===== src/hw/rtl/dq_pkg.sv =====
`timescale 1ns / 1ps
// ----------------------------------------------------------------------------
// dq_pkg: shared definitions for the double-ended queue
// Request codes, result status codes, stream field positions and the
// command and status bundles between the controller and the datapath.
// ----------------------------------------------------------------------------
package dq_pkg;

    // Default sizing
    localparam int DEPTH_DEF      = 16;
    localparam int DATA_WIDTH_DEF = 32;

    // Field widths
    localparam int MODE_W  = 3;
    localparam int WORD_W  = 32;
    localparam int POS_W   = 4;
    localparam int STAT_W  = 2;
    localparam int COUNT_W = 5;

    // Stream payload layout (lowest field first, padded to whole bytes)
    localparam int IN_TDATA_W  = 40;
    localparam int OUT_TDATA_W = 40;
    localparam int IN_MODE_LSB = 0;
    localparam int IN_DATA_LSB = IN_MODE_LSB + MODE_W;
    localparam int IN_POS_LSB  = IN_DATA_LSB + WORD_W;
    localparam int OUT_DATA_LSB  = 0;
    localparam int OUT_STAT_LSB  = OUT_DATA_LSB + WORD_W;
    localparam int OUT_COUNT_LSB = OUT_STAT_LSB + STAT_W;
    localparam int OUT_EMPTY_LSB = OUT_COUNT_LSB + COUNT_W;

    // Request codes
    localparam logic [MODE_W-1:0] MODE_PUSH_FRONT = 3'd0;
    localparam logic [MODE_W-1:0] MODE_PUSH_BACK  = 3'd1;
    localparam logic [MODE_W-1:0] MODE_POP_FRONT  = 3'd2;
    localparam logic [MODE_W-1:0] MODE_POP_BACK   = 3'd3;
    localparam logic [MODE_W-1:0] MODE_READ_FRONT = 3'd4;
    localparam logic [MODE_W-1:0] MODE_READ_BACK  = 3'd5;
    localparam logic [MODE_W-1:0] MODE_READ_INDEX = 3'd6;
    localparam logic [MODE_W-1:0] MODE_CLEAR      = 3'd7;

    // Result status codes
    localparam logic [STAT_W-1:0] ST_OK    = 2'd0;
    localparam logic [STAT_W-1:0] ST_EMPTY = 2'd1;
    localparam logic [STAT_W-1:0] ST_FULL  = 2'd2;

    // Ring address selects
    localparam int ADR_SEL_W = 3;
    localparam logic [ADR_SEL_W-1:0] ADR_HEAD     = 3'd0; // current front
    localparam logic [ADR_SEL_W-1:0] ADR_NEW_HEAD = 3'd1; // slot before front
    localparam logic [ADR_SEL_W-1:0] ADR_TAIL     = 3'd2; // slot after back
    localparam logic [ADR_SEL_W-1:0] ADR_LAST     = 3'd3; // current back
    localparam logic [ADR_SEL_W-1:0] ADR_POS      = 3'd4; // indexed from front

    // Controller to datapath
    typedef struct packed {
        logic                  take;     // latch status of a new transaction
        logic [STAT_W-1:0]     status;
        logic                  mem_wr;
        logic                  mem_rd;
        logic [ADR_SEL_W-1:0]  adr_sel;
        logic                  head_inc;
        logic                  head_dec;
        logic                  cnt_inc;
        logic                  cnt_dec;
        logic                  clear;
        logic                  load;     // move result into output register
    } t_dq_cmd;

    // Datapath to controller
    typedef struct packed {
        logic empty;
        logic full;
        logic pos_ok;   // requested index below the count
    } t_dq_sts;

endpackage


===== src/hw/rtl/dq_ctrl.sv =====
`timescale 1ns / 1ps
// ----------------------------------------------------------------------------
// dq_ctrl: request sequencer for the double-ended queue
// Decodes each accepted request against the queue status, issues the
// datapath commands and owns the result valid flag.
// ----------------------------------------------------------------------------
module dq_ctrl
    import dq_pkg::*;
(
    input  logic              i_clk,
    input  logic              i_rst_n,
    input  logic              i_in_valid,
    output logic              o_in_ready,
    input  logic [MODE_W-1:0] i_mode,
    input  logic              i_out_ready,
    output logic              o_out_valid,
    input  t_dq_sts           i_sts,
    output t_dq_cmd           o_cmd
);

    localparam logic S_IDLE   = 1'b0;
    localparam logic S_RESULT = 1'b1;

    logic    r_state, n_state;
    logic    r_out_valid, n_out_valid;
    t_dq_cmd w_cmd;

    // State and output valid
    always_ff @(posedge i_clk) begin
        if (!i_rst_n) begin
            r_state     <= S_IDLE;
            r_out_valid <= 1'b0;
        end else begin
            r_state     <= n_state;
            r_out_valid <= n_out_valid;
        end
    end

    // Decode and sequencing
    always_comb begin
        w_cmd   = '0;
        n_state = r_state;
        unique case (r_state)
            S_IDLE: begin
                if (i_in_valid) begin
                    w_cmd.take = 1'b1;
                    w_cmd.status = ST_OK;
                    n_state = S_RESULT;
                    unique case (i_mode)
                        MODE_PUSH_FRONT: begin
                            if (i_sts.full) begin
                                w_cmd.status = ST_FULL;
                            end else begin
                                w_cmd.mem_wr   = 1'b1;
                                w_cmd.adr_sel  = ADR_NEW_HEAD;
                                w_cmd.head_dec = 1'b1;
                                w_cmd.cnt_inc  = 1'b1;
                            end
                        end
                        MODE_PUSH_BACK: begin
                            if (i_sts.full) begin
                                w_cmd.status = ST_FULL;
                            end else begin
                                w_cmd.mem_wr  = 1'b1;
                                w_cmd.adr_sel = ADR_TAIL;
                                w_cmd.cnt_inc = 1'b1;
                            end
                        end
                        MODE_POP_FRONT: begin
                            if (i_sts.empty) begin
                                w_cmd.status = ST_EMPTY;
                            end else begin
                                w_cmd.mem_rd   = 1'b1;
                                w_cmd.adr_sel  = ADR_HEAD;
                                w_cmd.head_inc = 1'b1;
                                w_cmd.cnt_dec  = 1'b1;
                            end
                        end
                        MODE_POP_BACK: begin
                            if (i_sts.empty) begin
                                w_cmd.status = ST_EMPTY;
                            end else begin
                                w_cmd.mem_rd  = 1'b1;
                                w_cmd.adr_sel = ADR_LAST;
                                w_cmd.cnt_dec = 1'b1;
                            end
                        end
                        MODE_READ_FRONT: begin
                            if (i_sts.empty) begin
                                w_cmd.status = ST_EMPTY;
                            end else begin
                                w_cmd.mem_rd  = 1'b1;
                                w_cmd.adr_sel = ADR_HEAD;
                            end
                        end
                        MODE_READ_BACK: begin
                            if (i_sts.empty) begin
                                w_cmd.status = ST_EMPTY;
                            end else begin
                                w_cmd.mem_rd  = 1'b1;
                                w_cmd.adr_sel = ADR_LAST;
                            end
                        end
                        MODE_READ_INDEX: begin
                            if (!i_sts.pos_ok) begin
                                w_cmd.status = ST_EMPTY;
                            end else begin
                                w_cmd.mem_rd  = 1'b1;
                                w_cmd.adr_sel = ADR_POS;
                            end
                        end
                        MODE_CLEAR: begin
                            w_cmd.clear = 1'b1;
                        end
                    endcase
                end
            end
            S_RESULT: begin
                // memory read data is ready; wait for a free output register
                if (!r_out_valid || i_out_ready) begin
                    w_cmd.load = 1'b1;
                    n_state = S_IDLE;
                end
            end
            default: begin
                n_state = S_IDLE;
            end
        endcase
    end

    // Output register valid: load wins over a same-cycle drain
    always_comb begin
        if (w_cmd.load) begin
            n_out_valid = 1'b1;
        end else if (i_out_ready) begin
            n_out_valid = 1'b0;
        end else begin
            n_out_valid = r_out_valid;
        end
    end

    assign o_cmd       = w_cmd;
    assign o_in_ready  = (r_state == S_IDLE);
    assign o_out_valid = r_out_valid;

endmodule


===== src/hw/rtl/dq_dp.sv =====
`timescale 1ns / 1ps
// ----------------------------------------------------------------------------
// dq_dp: datapath of the double-ended queue
// Ring store with registered read port, head pointer and entry count,
// pending status and the result output register.
// ----------------------------------------------------------------------------
module dq_dp
    import dq_pkg::*;
#(
    parameter int DEPTH      = DEPTH_DEF,
    parameter int DATA_WIDTH = DATA_WIDTH_DEF
) (
    input  logic               i_clk,
    input  logic               i_rst_n,
    input  t_dq_cmd            i_cmd,
    output t_dq_sts            o_sts,
    input  logic [WORD_W-1:0]  i_push_data,
    input  logic [POS_W-1:0]   i_position,
    output logic [WORD_W-1:0]  o_read_data,
    output logic [STAT_W-1:0]  o_status,
    output logic [COUNT_W-1:0] o_entry_count,
    output logic               o_is_empty
);

    localparam int PTR_W = $clog2(DEPTH);
    localparam int CNT_W = $clog2(DEPTH + 1);
    localparam int SUM_W = CNT_W + 1;
    localparam logic [PTR_W-1:0] LAST_SLOT = PTR_W'(DEPTH - 1);
    localparam logic [CNT_W-1:0] FULL_CNT  = CNT_W'(DEPTH);
    localparam logic [SUM_W-1:0] RING_LEN  = SUM_W'(DEPTH);

    logic [DATA_WIDTH-1:0] r_mem [DEPTH];
    logic [DATA_WIDTH-1:0] r_rdata;
    logic [PTR_W-1:0]      r_head, n_head;
    logic [CNT_W-1:0]      r_count, n_count;
    logic [STAT_W-1:0]     r_status;
    logic                  r_rd_ok;
    logic [WORD_W-1:0]     r_out_data;
    logic [STAT_W-1:0]     r_out_status;
    logic [COUNT_W-1:0]    r_out_count;
    logic                  r_out_empty;

    logic [SUM_W-1:0]      w_offset;
    logic [SUM_W-1:0]      w_sum;
    logic [PTR_W-1:0]      w_slot;
    logic [PTR_W-1:0]      w_head_m1;
    logic [PTR_W-1:0]      w_addr;

    // Status toward the controller
    assign o_sts.empty  = (r_count == '0);
    assign o_sts.full   = (r_count == FULL_CNT);
    assign o_sts.pos_ok = (32'(i_position) < 32'(r_count));

    // Ring slot at an offset from the head (sum stays below twice the depth)
    always_comb begin
        priority case (i_cmd.adr_sel)
            ADR_TAIL: w_offset = SUM_W'(r_count);
            ADR_LAST: w_offset = SUM_W'(r_count) - SUM_W'(1);
            ADR_POS:  w_offset = SUM_W'(i_position);
            default:  w_offset = '0;
        endcase
        w_sum     = SUM_W'(r_head) + w_offset;
        w_slot    = (w_sum >= RING_LEN) ? PTR_W'(w_sum - RING_LEN) : PTR_W'(w_sum);
        w_head_m1 = (r_head == '0) ? LAST_SLOT : r_head - PTR_W'(1);
        w_addr    = (i_cmd.adr_sel == ADR_NEW_HEAD) ? w_head_m1 : w_slot;
    end

    // Ring store, one access per transaction
    always_ff @(posedge i_clk) begin
        if (i_cmd.mem_wr) begin
            r_mem[w_addr] <= DATA_WIDTH'(i_push_data);
        end
        if (i_cmd.mem_rd) begin
            r_rdata <= r_mem[w_addr];
        end
    end

    // Head and count update
    always_comb begin
        n_head  = r_head;
        n_count = r_count;
        if (i_cmd.clear) begin
            n_head  = '0;
            n_count = '0;
        end else begin
            if (i_cmd.head_dec) begin
                n_head = w_head_m1;
            end else if (i_cmd.head_inc) begin
                n_head = (r_head == LAST_SLOT) ? '0 : r_head + PTR_W'(1);
            end
            if (i_cmd.cnt_inc) begin
                n_count = r_count + CNT_W'(1);
            end else if (i_cmd.cnt_dec) begin
                n_count = r_count - CNT_W'(1);
            end
        end
    end

    always_ff @(posedge i_clk) begin
        if (!i_rst_n) begin
            r_head  <= '0;
            r_count <= '0;
        end else begin
            r_head  <= n_head;
            r_count <= n_count;
        end
    end

    // Pending result status of the transaction in flight
    always_ff @(posedge i_clk) begin
        if (i_cmd.take) begin
            r_status <= i_cmd.status;
            r_rd_ok  <= i_cmd.mem_rd;
        end
    end

    // Output register; count already reflects the transaction
    always_ff @(posedge i_clk) begin
        if (i_cmd.load) begin
            r_out_data   <= r_rd_ok ? WORD_W'(r_rdata) : '0;
            r_out_status <= r_status;
            r_out_count  <= COUNT_W'(r_count);
            r_out_empty  <= (r_count == '0);
        end
    end

    assign o_read_data   = r_out_data;
    assign o_status      = r_out_status;
    assign o_entry_count = r_out_count;
    assign o_is_empty    = r_out_empty;

endmodule


===== src/hw/rtl/double_ended_queue.sv =====
`timescale 1ns / 1ps
// ----------------------------------------------------------------------------
// double_ended_queue: bounded deque on a ring store
// Push/pop at either end, read front, back or an indexed entry, clear.
// ----------------------------------------------------------------------------
// Each request is handled in an accept cycle and a result state: the accept
// cycle decodes it, updates head and count and issues the one access to the
// ring store, and the result state moves the registered read word into the
// output register once that register is free.
// A finished result waits in the output register while the next request is
// accepted; a stalled result side holds a further request in its result
// state. Every request gives exactly one result. The store needs no clearing
// after reset: only entries written by a push are ever returned.
module double_ended_queue
    import dq_pkg::*;
#(
    parameter int DEPTH      = DEPTH_DEF,
    parameter int DATA_WIDTH = DATA_WIDTH_DEF
) (
    input  logic                   i_clk,
    input  logic                   i_rst_n,
    input  logic                   s_tvalid,
    output logic                   s_tready,
    // mode[2:0], push_data[34:3], position[38:35], zero pad[39]
    input  logic [IN_TDATA_W-1:0]  s_tdata,
    output logic                   m_tvalid,
    input  logic                   m_tready,
    // read_data[31:0], status[33:32], entry_count[38:34], is_empty[39]
    output logic [OUT_TDATA_W-1:0] m_tdata
);

    t_dq_cmd            w_cmd;
    t_dq_sts            w_sts;
    logic [WORD_W-1:0]  w_read_data;
    logic [STAT_W-1:0]  w_status;
    logic [COUNT_W-1:0] w_entry_count;
    logic               w_is_empty;

    dq_ctrl u_ctrl (
        .i_clk       (i_clk),
        .i_rst_n     (i_rst_n),
        .i_in_valid  (s_tvalid),
        .o_in_ready  (s_tready),
        .i_mode      (s_tdata[IN_MODE_LSB +: MODE_W]),
        .i_out_ready (m_tready),
        .o_out_valid (m_tvalid),
        .i_sts       (w_sts),
        .o_cmd       (w_cmd)
    );

    dq_dp #(
        .DEPTH      (DEPTH),
        .DATA_WIDTH (DATA_WIDTH)
    ) u_dp (
        .i_clk         (i_clk),
        .i_rst_n       (i_rst_n),
        .i_cmd         (w_cmd),
        .o_sts         (w_sts),
        .i_push_data   (s_tdata[IN_DATA_LSB +: WORD_W]),
        .i_position    (s_tdata[IN_POS_LSB +: POS_W]),
        .o_read_data   (w_read_data),
        .o_status      (w_status),
        .o_entry_count (w_entry_count),
        .o_is_empty    (w_is_empty)
    );

    assign m_tdata = {w_is_empty, w_entry_count, w_status, w_read_data};

endmodule


===== config.mk =====
export PLATFORM = sky130hd
export DESIGN_NAME = double_ended_queue
export DESIGN_NICKNAME = d
export VERILOG_FILES = /design/src/hw/rtl/dq_pkg.sv /design/src/hw/rtl/dq_ctrl.sv /design/src/hw/rtl/dq_dp.sv /design/src/hw/rtl/double_ended_queue.sv
export SDC_FILE = /design/constraint.sdc
export NUM_CORES = 1
export LEC_CHECK = 0
export BUFFER_PORTS_ARGS = -buffer_cell sky130_fd_sc_hd__buf_4
export CAP_MARGIN = 5
export CORE_MARGIN = 2
export CORE_UTILIZATION = 60
export CTS_BUF_LIST = sky130_fd_sc_hd__clkbuf_8
export CTS_CLUSTER_SIZE = 16
export DETAILED_ROUTE_END_ITERATION = 10
export GPL_TIMING_DRIVEN = 1
export PLACE_DENSITY = 0.79
export SLEW_MARGIN = 30
export SYNTH_ARGS = -nofsm -noshare
export SYNTH_HDL_FRONTEND = slang
export SYNTH_SLANG_ARGS = --single-unit

===== constraint.sdc =====
create_clock -name i_clk -period 11.1 [get_ports i_clk]
set_input_delay 0.555 -clock i_clk [delete_from_list [all_inputs] [get_ports i_clk]]
set_output_delay 0.555 -clock i_clk [all_outputs]
set_load 0.1 [all_outputs]

==> impl_metrics.yaml <==
cells_and_area:
  utilization_pct: 67.5
  final_common_cell: "edfxtp_1"
  instances_no_fill: 2423
  regArea_sq_mm: 0.0178
  fillers: 2904
  syn2layout_area_growth_pct: 10.9
  drive_gt1_share_pct: 28.6
  layout_common_cells: "587 x edfxtp_1, 325 x nand2_1, 256 x mux4_2"
  multi_input_area_sq_mm: 0.00949
  finalNetCount: 1811
routing:
  viasPerCell: 6.82
  drt-total-wl_microns: 64300
  drc_errors: 0
  drt_iter0_drc: 2028
  vias: 16500
  drtPass1Iterations: 7
  wl_per_cell_microns: 26.5
  antenna_left: 0
die:
  floorplan.initialDensity_pct: 60.9
  core_sq_mm: 0.0455
  std_cell_rows: 78
  die_w_microns: 219
  die_h_microns: 219
  pin_count: 86
  die_area_sq_mm: 0.0479
critical_path:
  r2r_start: "u_dp.r_count[0]"
  crit_type: "flop to flop"
  cp.arrival_ns: 7.12
  cp.required_ns: 11.41
  crit_fanout: 18
  start_kind: "flop"
  worstSetupEndpointType: "flop"
  r2r_end: "u_dp.r_mem[2][8]"
  ff2ff_path_depth: 17
  reg2reg_slack_ns: 4.29
logic_synthesis:
  synth_area_per_cell_sq_um: 16.7
  ys_seq_elements: 598
  ys_types: 54
  yosys_warnings: 0
  async_flop_share_pct: 0
  synth.cell_area_sq_mm: 0.0277
  syn-num-nets: 1719
  ys_seq_area_share_pct: 64.5
  synth_edf_count: 587
  postSynthCellCount: 1660
  synthFlopType: "edfxtp_1"
sta:
  finalSetupViolations: 0
  hold_viol_final: 0
  period_share_pct: 61.3
  rsz0062_at_grt: "false"
  skew_ns: 0.0409
  worst_slew_pin_slew_ns: 1.04
  setup-tns-final_ns: 0
  drv_slew: 0
  fmax_ghz: 0.147
  maxSlewHeadroom_pct: 30.4
  finalCriticalPeriod_ns: 6.81
clock_network:
  h-tree-depth: 3
  clkSinkCount: 598
  ctsResizeCount: 0
  clkLatencyLatePin_ns: 0.68
  cts_root_buffer: "clkbuf_8"
  hold_buffers: 0
  cts_tree: "built"
  cts_setup_buffers: 0
  clockBufferDepth: 3
  clk_pin_slew_ns: 0.06
  cts_buffers: 93
run_status:
  outcome: "completed"
min_path:
  min_path_type: "input pin to flop"
  worstHoldEndpoint: "u_ctrl.r_state"
  hold_depth: 3
  hold_path_startpoint: "s_tvalid"
placement:
  dp_hpwl_microns: 36200
  post-place-cells: 2256
  gp_congestion: 0.828
  portBuffers: 84
pwr:
  peakVddDrop_mv: 0.0919
  p_clk_share_pct: 35.2
  power_w: 0.00467
  powerDensity_mw_per_mm2: 152
  pwr-share-seq_pct: 54.3
  p_comb_share_pct: 10.5
  total_leakage_power_nw: 9.73
  swShare_pct: 24.8
  internal_power_w: 0.00351
  power.switching_w: 0.00116
grt:
  antenna_found_initial: 3
  grt_pass1_wl_microns: 98400
  grt_max_degree: 85
  met1_usage_pct: 37.4
  track_usage_pct: 27.9
  grt_util_met3_pct: 5.65
  grt_overflow: 0
  grt_pass1_vias: 16800
  grt-busiest-layer: "met2"
  met2_usage_pct: 45.8
flow_run:
  max_cap_viol_count: 0
==> cells by family (layout without fill, tap and decap cells) <==
logic type / after synthesis / after routing / synth area share, %
flops: 598 / 598 / 64.5
compound gates: 157 / 157 / 3.94
other cells: 0 / 2 / 0
xor+xnor: 13 / 13 / 0.411
simple gates: 480 / 480 / 7.38
buf+inv: 136 / 297 / 2.06
fa+ha+maj: 15 / 15 / 0.732
mux: 261 / 261 / 21.0
==> layer usage <==
layer  wire, microns  vias to the layer above
li1                -                     6890
met1           24200                     8546
met2           32200                      939
met3            6140                      142
met4            1780                        2
met5              13                        -
==> cells in the mapped netlist, types with 2 or more instances <==
library cell | number | share of area (%)
buf_1 | 12 | 0.16
nand3_1 | 65 | 1.2
nand2b_1 | 5 | 0.11
inv_1 | 13 | 0.18
a21o_1 | 6 | 0.16
and2_1 | 33 | 0.75
mux4_2 | 256 | 21
mux2i_1 | 3 | 0.11
a211oi_1 | 6 | 0.16
xor2_1 | 3 | 0.095
clkbuf_1 | 78 | 1.1
ha_1 | 13 | 0.59
fa_1 | 2 | 0.14
o21ai_0 | 13 | 0.23
nor2_1 | 25 | 0.34
a21oi_1 | 43 | 0.78
edfxtp_1 | 587 | 64
o21ai_1 | 2 | 0.036
o2111ai_1 | 2 | 0.063
or2_1 | 2 | 0.045
o32a_1 | 2 | 0.072
nor2b_1 | 2 | 0.045
dfxtp_1 | 11 | 0.80
buf_4 | 2 | 0.054
or2_2 | 2 | 0.045
buf_6 | 2 | 0.081
a32oi_1 | 32 | 1.0
or4b_1 | 2 | 0.072
a31oi_1 | 7 | 0.16
nand2_1 | 325 | 4.4
xnor2_1 | 10 | 0.32
o211ai_1 | 31 | 0.84
nor3_1 | 14 | 0.25
buf_2 | 29 | 0.52
==> registers in the layout, summed over array words and instances (netlist names) <==
signal,count
u_dp.o_status,2
u_dp.r_mem,512
u_ctrl.o_out_valid,1
u_dp.r_head,4
u_dp.o_is_empty,1
u_dp.r_status,2
u_ctrl.r_state,1
u_dp.r_rd_ok,1
u_dp.o_read_data,32
u_dp.r_count,5
u_dp.r_rdata,32
u_dp.o_entry_count,5
==> worst max-delay path, cell delays in order, from the launching register on <==
cell	delay (ns)
dfxtp_1	0.36
inv_1	0.20
ha_1	0.22
nor4b_1	0.75
o32ai_1	0.21
nand2_1	0.17
a21oi_1	0.07
o21ai_0	0.30
ha_1	0.30
a21o_1	0.15
a21oi_1	0.24
xor2_1	0.12
a31o_2	0.50
buf_4	0.37
a211oi_4	0.84
nand2_1	0.48
nor2_4	0.69
buf_4	0.46
==> worst max-delay path by stage <==
stage,start,end,cells after the start
after floorplan,u_dp.r_count[0],u_dp.r_mem[6][0],13
after global placement,u_dp.r_count[0],u_dp.r_mem[2][30],17
after detailed placement,u_dp.r_count[0],u_dp.r_mem[2][29],17
after CTS,u_dp.r_count[0],u_dp.r_mem[2][8],17
after global routing,u_dp.r_count[0],u_dp.r_mem[2][8],17
final,u_dp.r_count[0],u_dp.r_mem[2][8],17
==> power by group through the flow <==
stage                     Sequential, W  Combinational (W)  Clock (W)
after floorplan                 0.00265           0.000280          0
after global placement          0.00258           0.000478          0
after detailed placement        0.00258           0.000490          0
after CTS                       0.00254           0.000491    0.00167
after global routing            0.00254           0.000528    0.00176
final                           0.00254           0.000492    0.00165
==> area by class of cell <==
type / instances / share of cell area, %
antenna: 2 / 0.0163
inverter: 13 / 0.159
clock buffer: 96 / 4.30
sequential: 598 / 58.1
timing repair buffer: 120 / 3.01
tap: 600 / 2.45
clock inverter: 68 / 1.01
multi-input combinational: 926 / 30.9
==> stage by stage <==
step | hold slack (ns) | instance area [sq um] | setup slack [ns]
after floorplan | 0.400 | 27700 | 5.05
after global placement | 0.410 | 29000 | 4.62
after detailed placement | 0.417 | 29000 | 4.42
after CTS | 0.116 | 30700 | 4.40
after global routing | 0.143 | 30700 | 3.99
final | 0.152 | 30700 | 4.29
No activity file was read; power rests on OpenSTA's default activity.
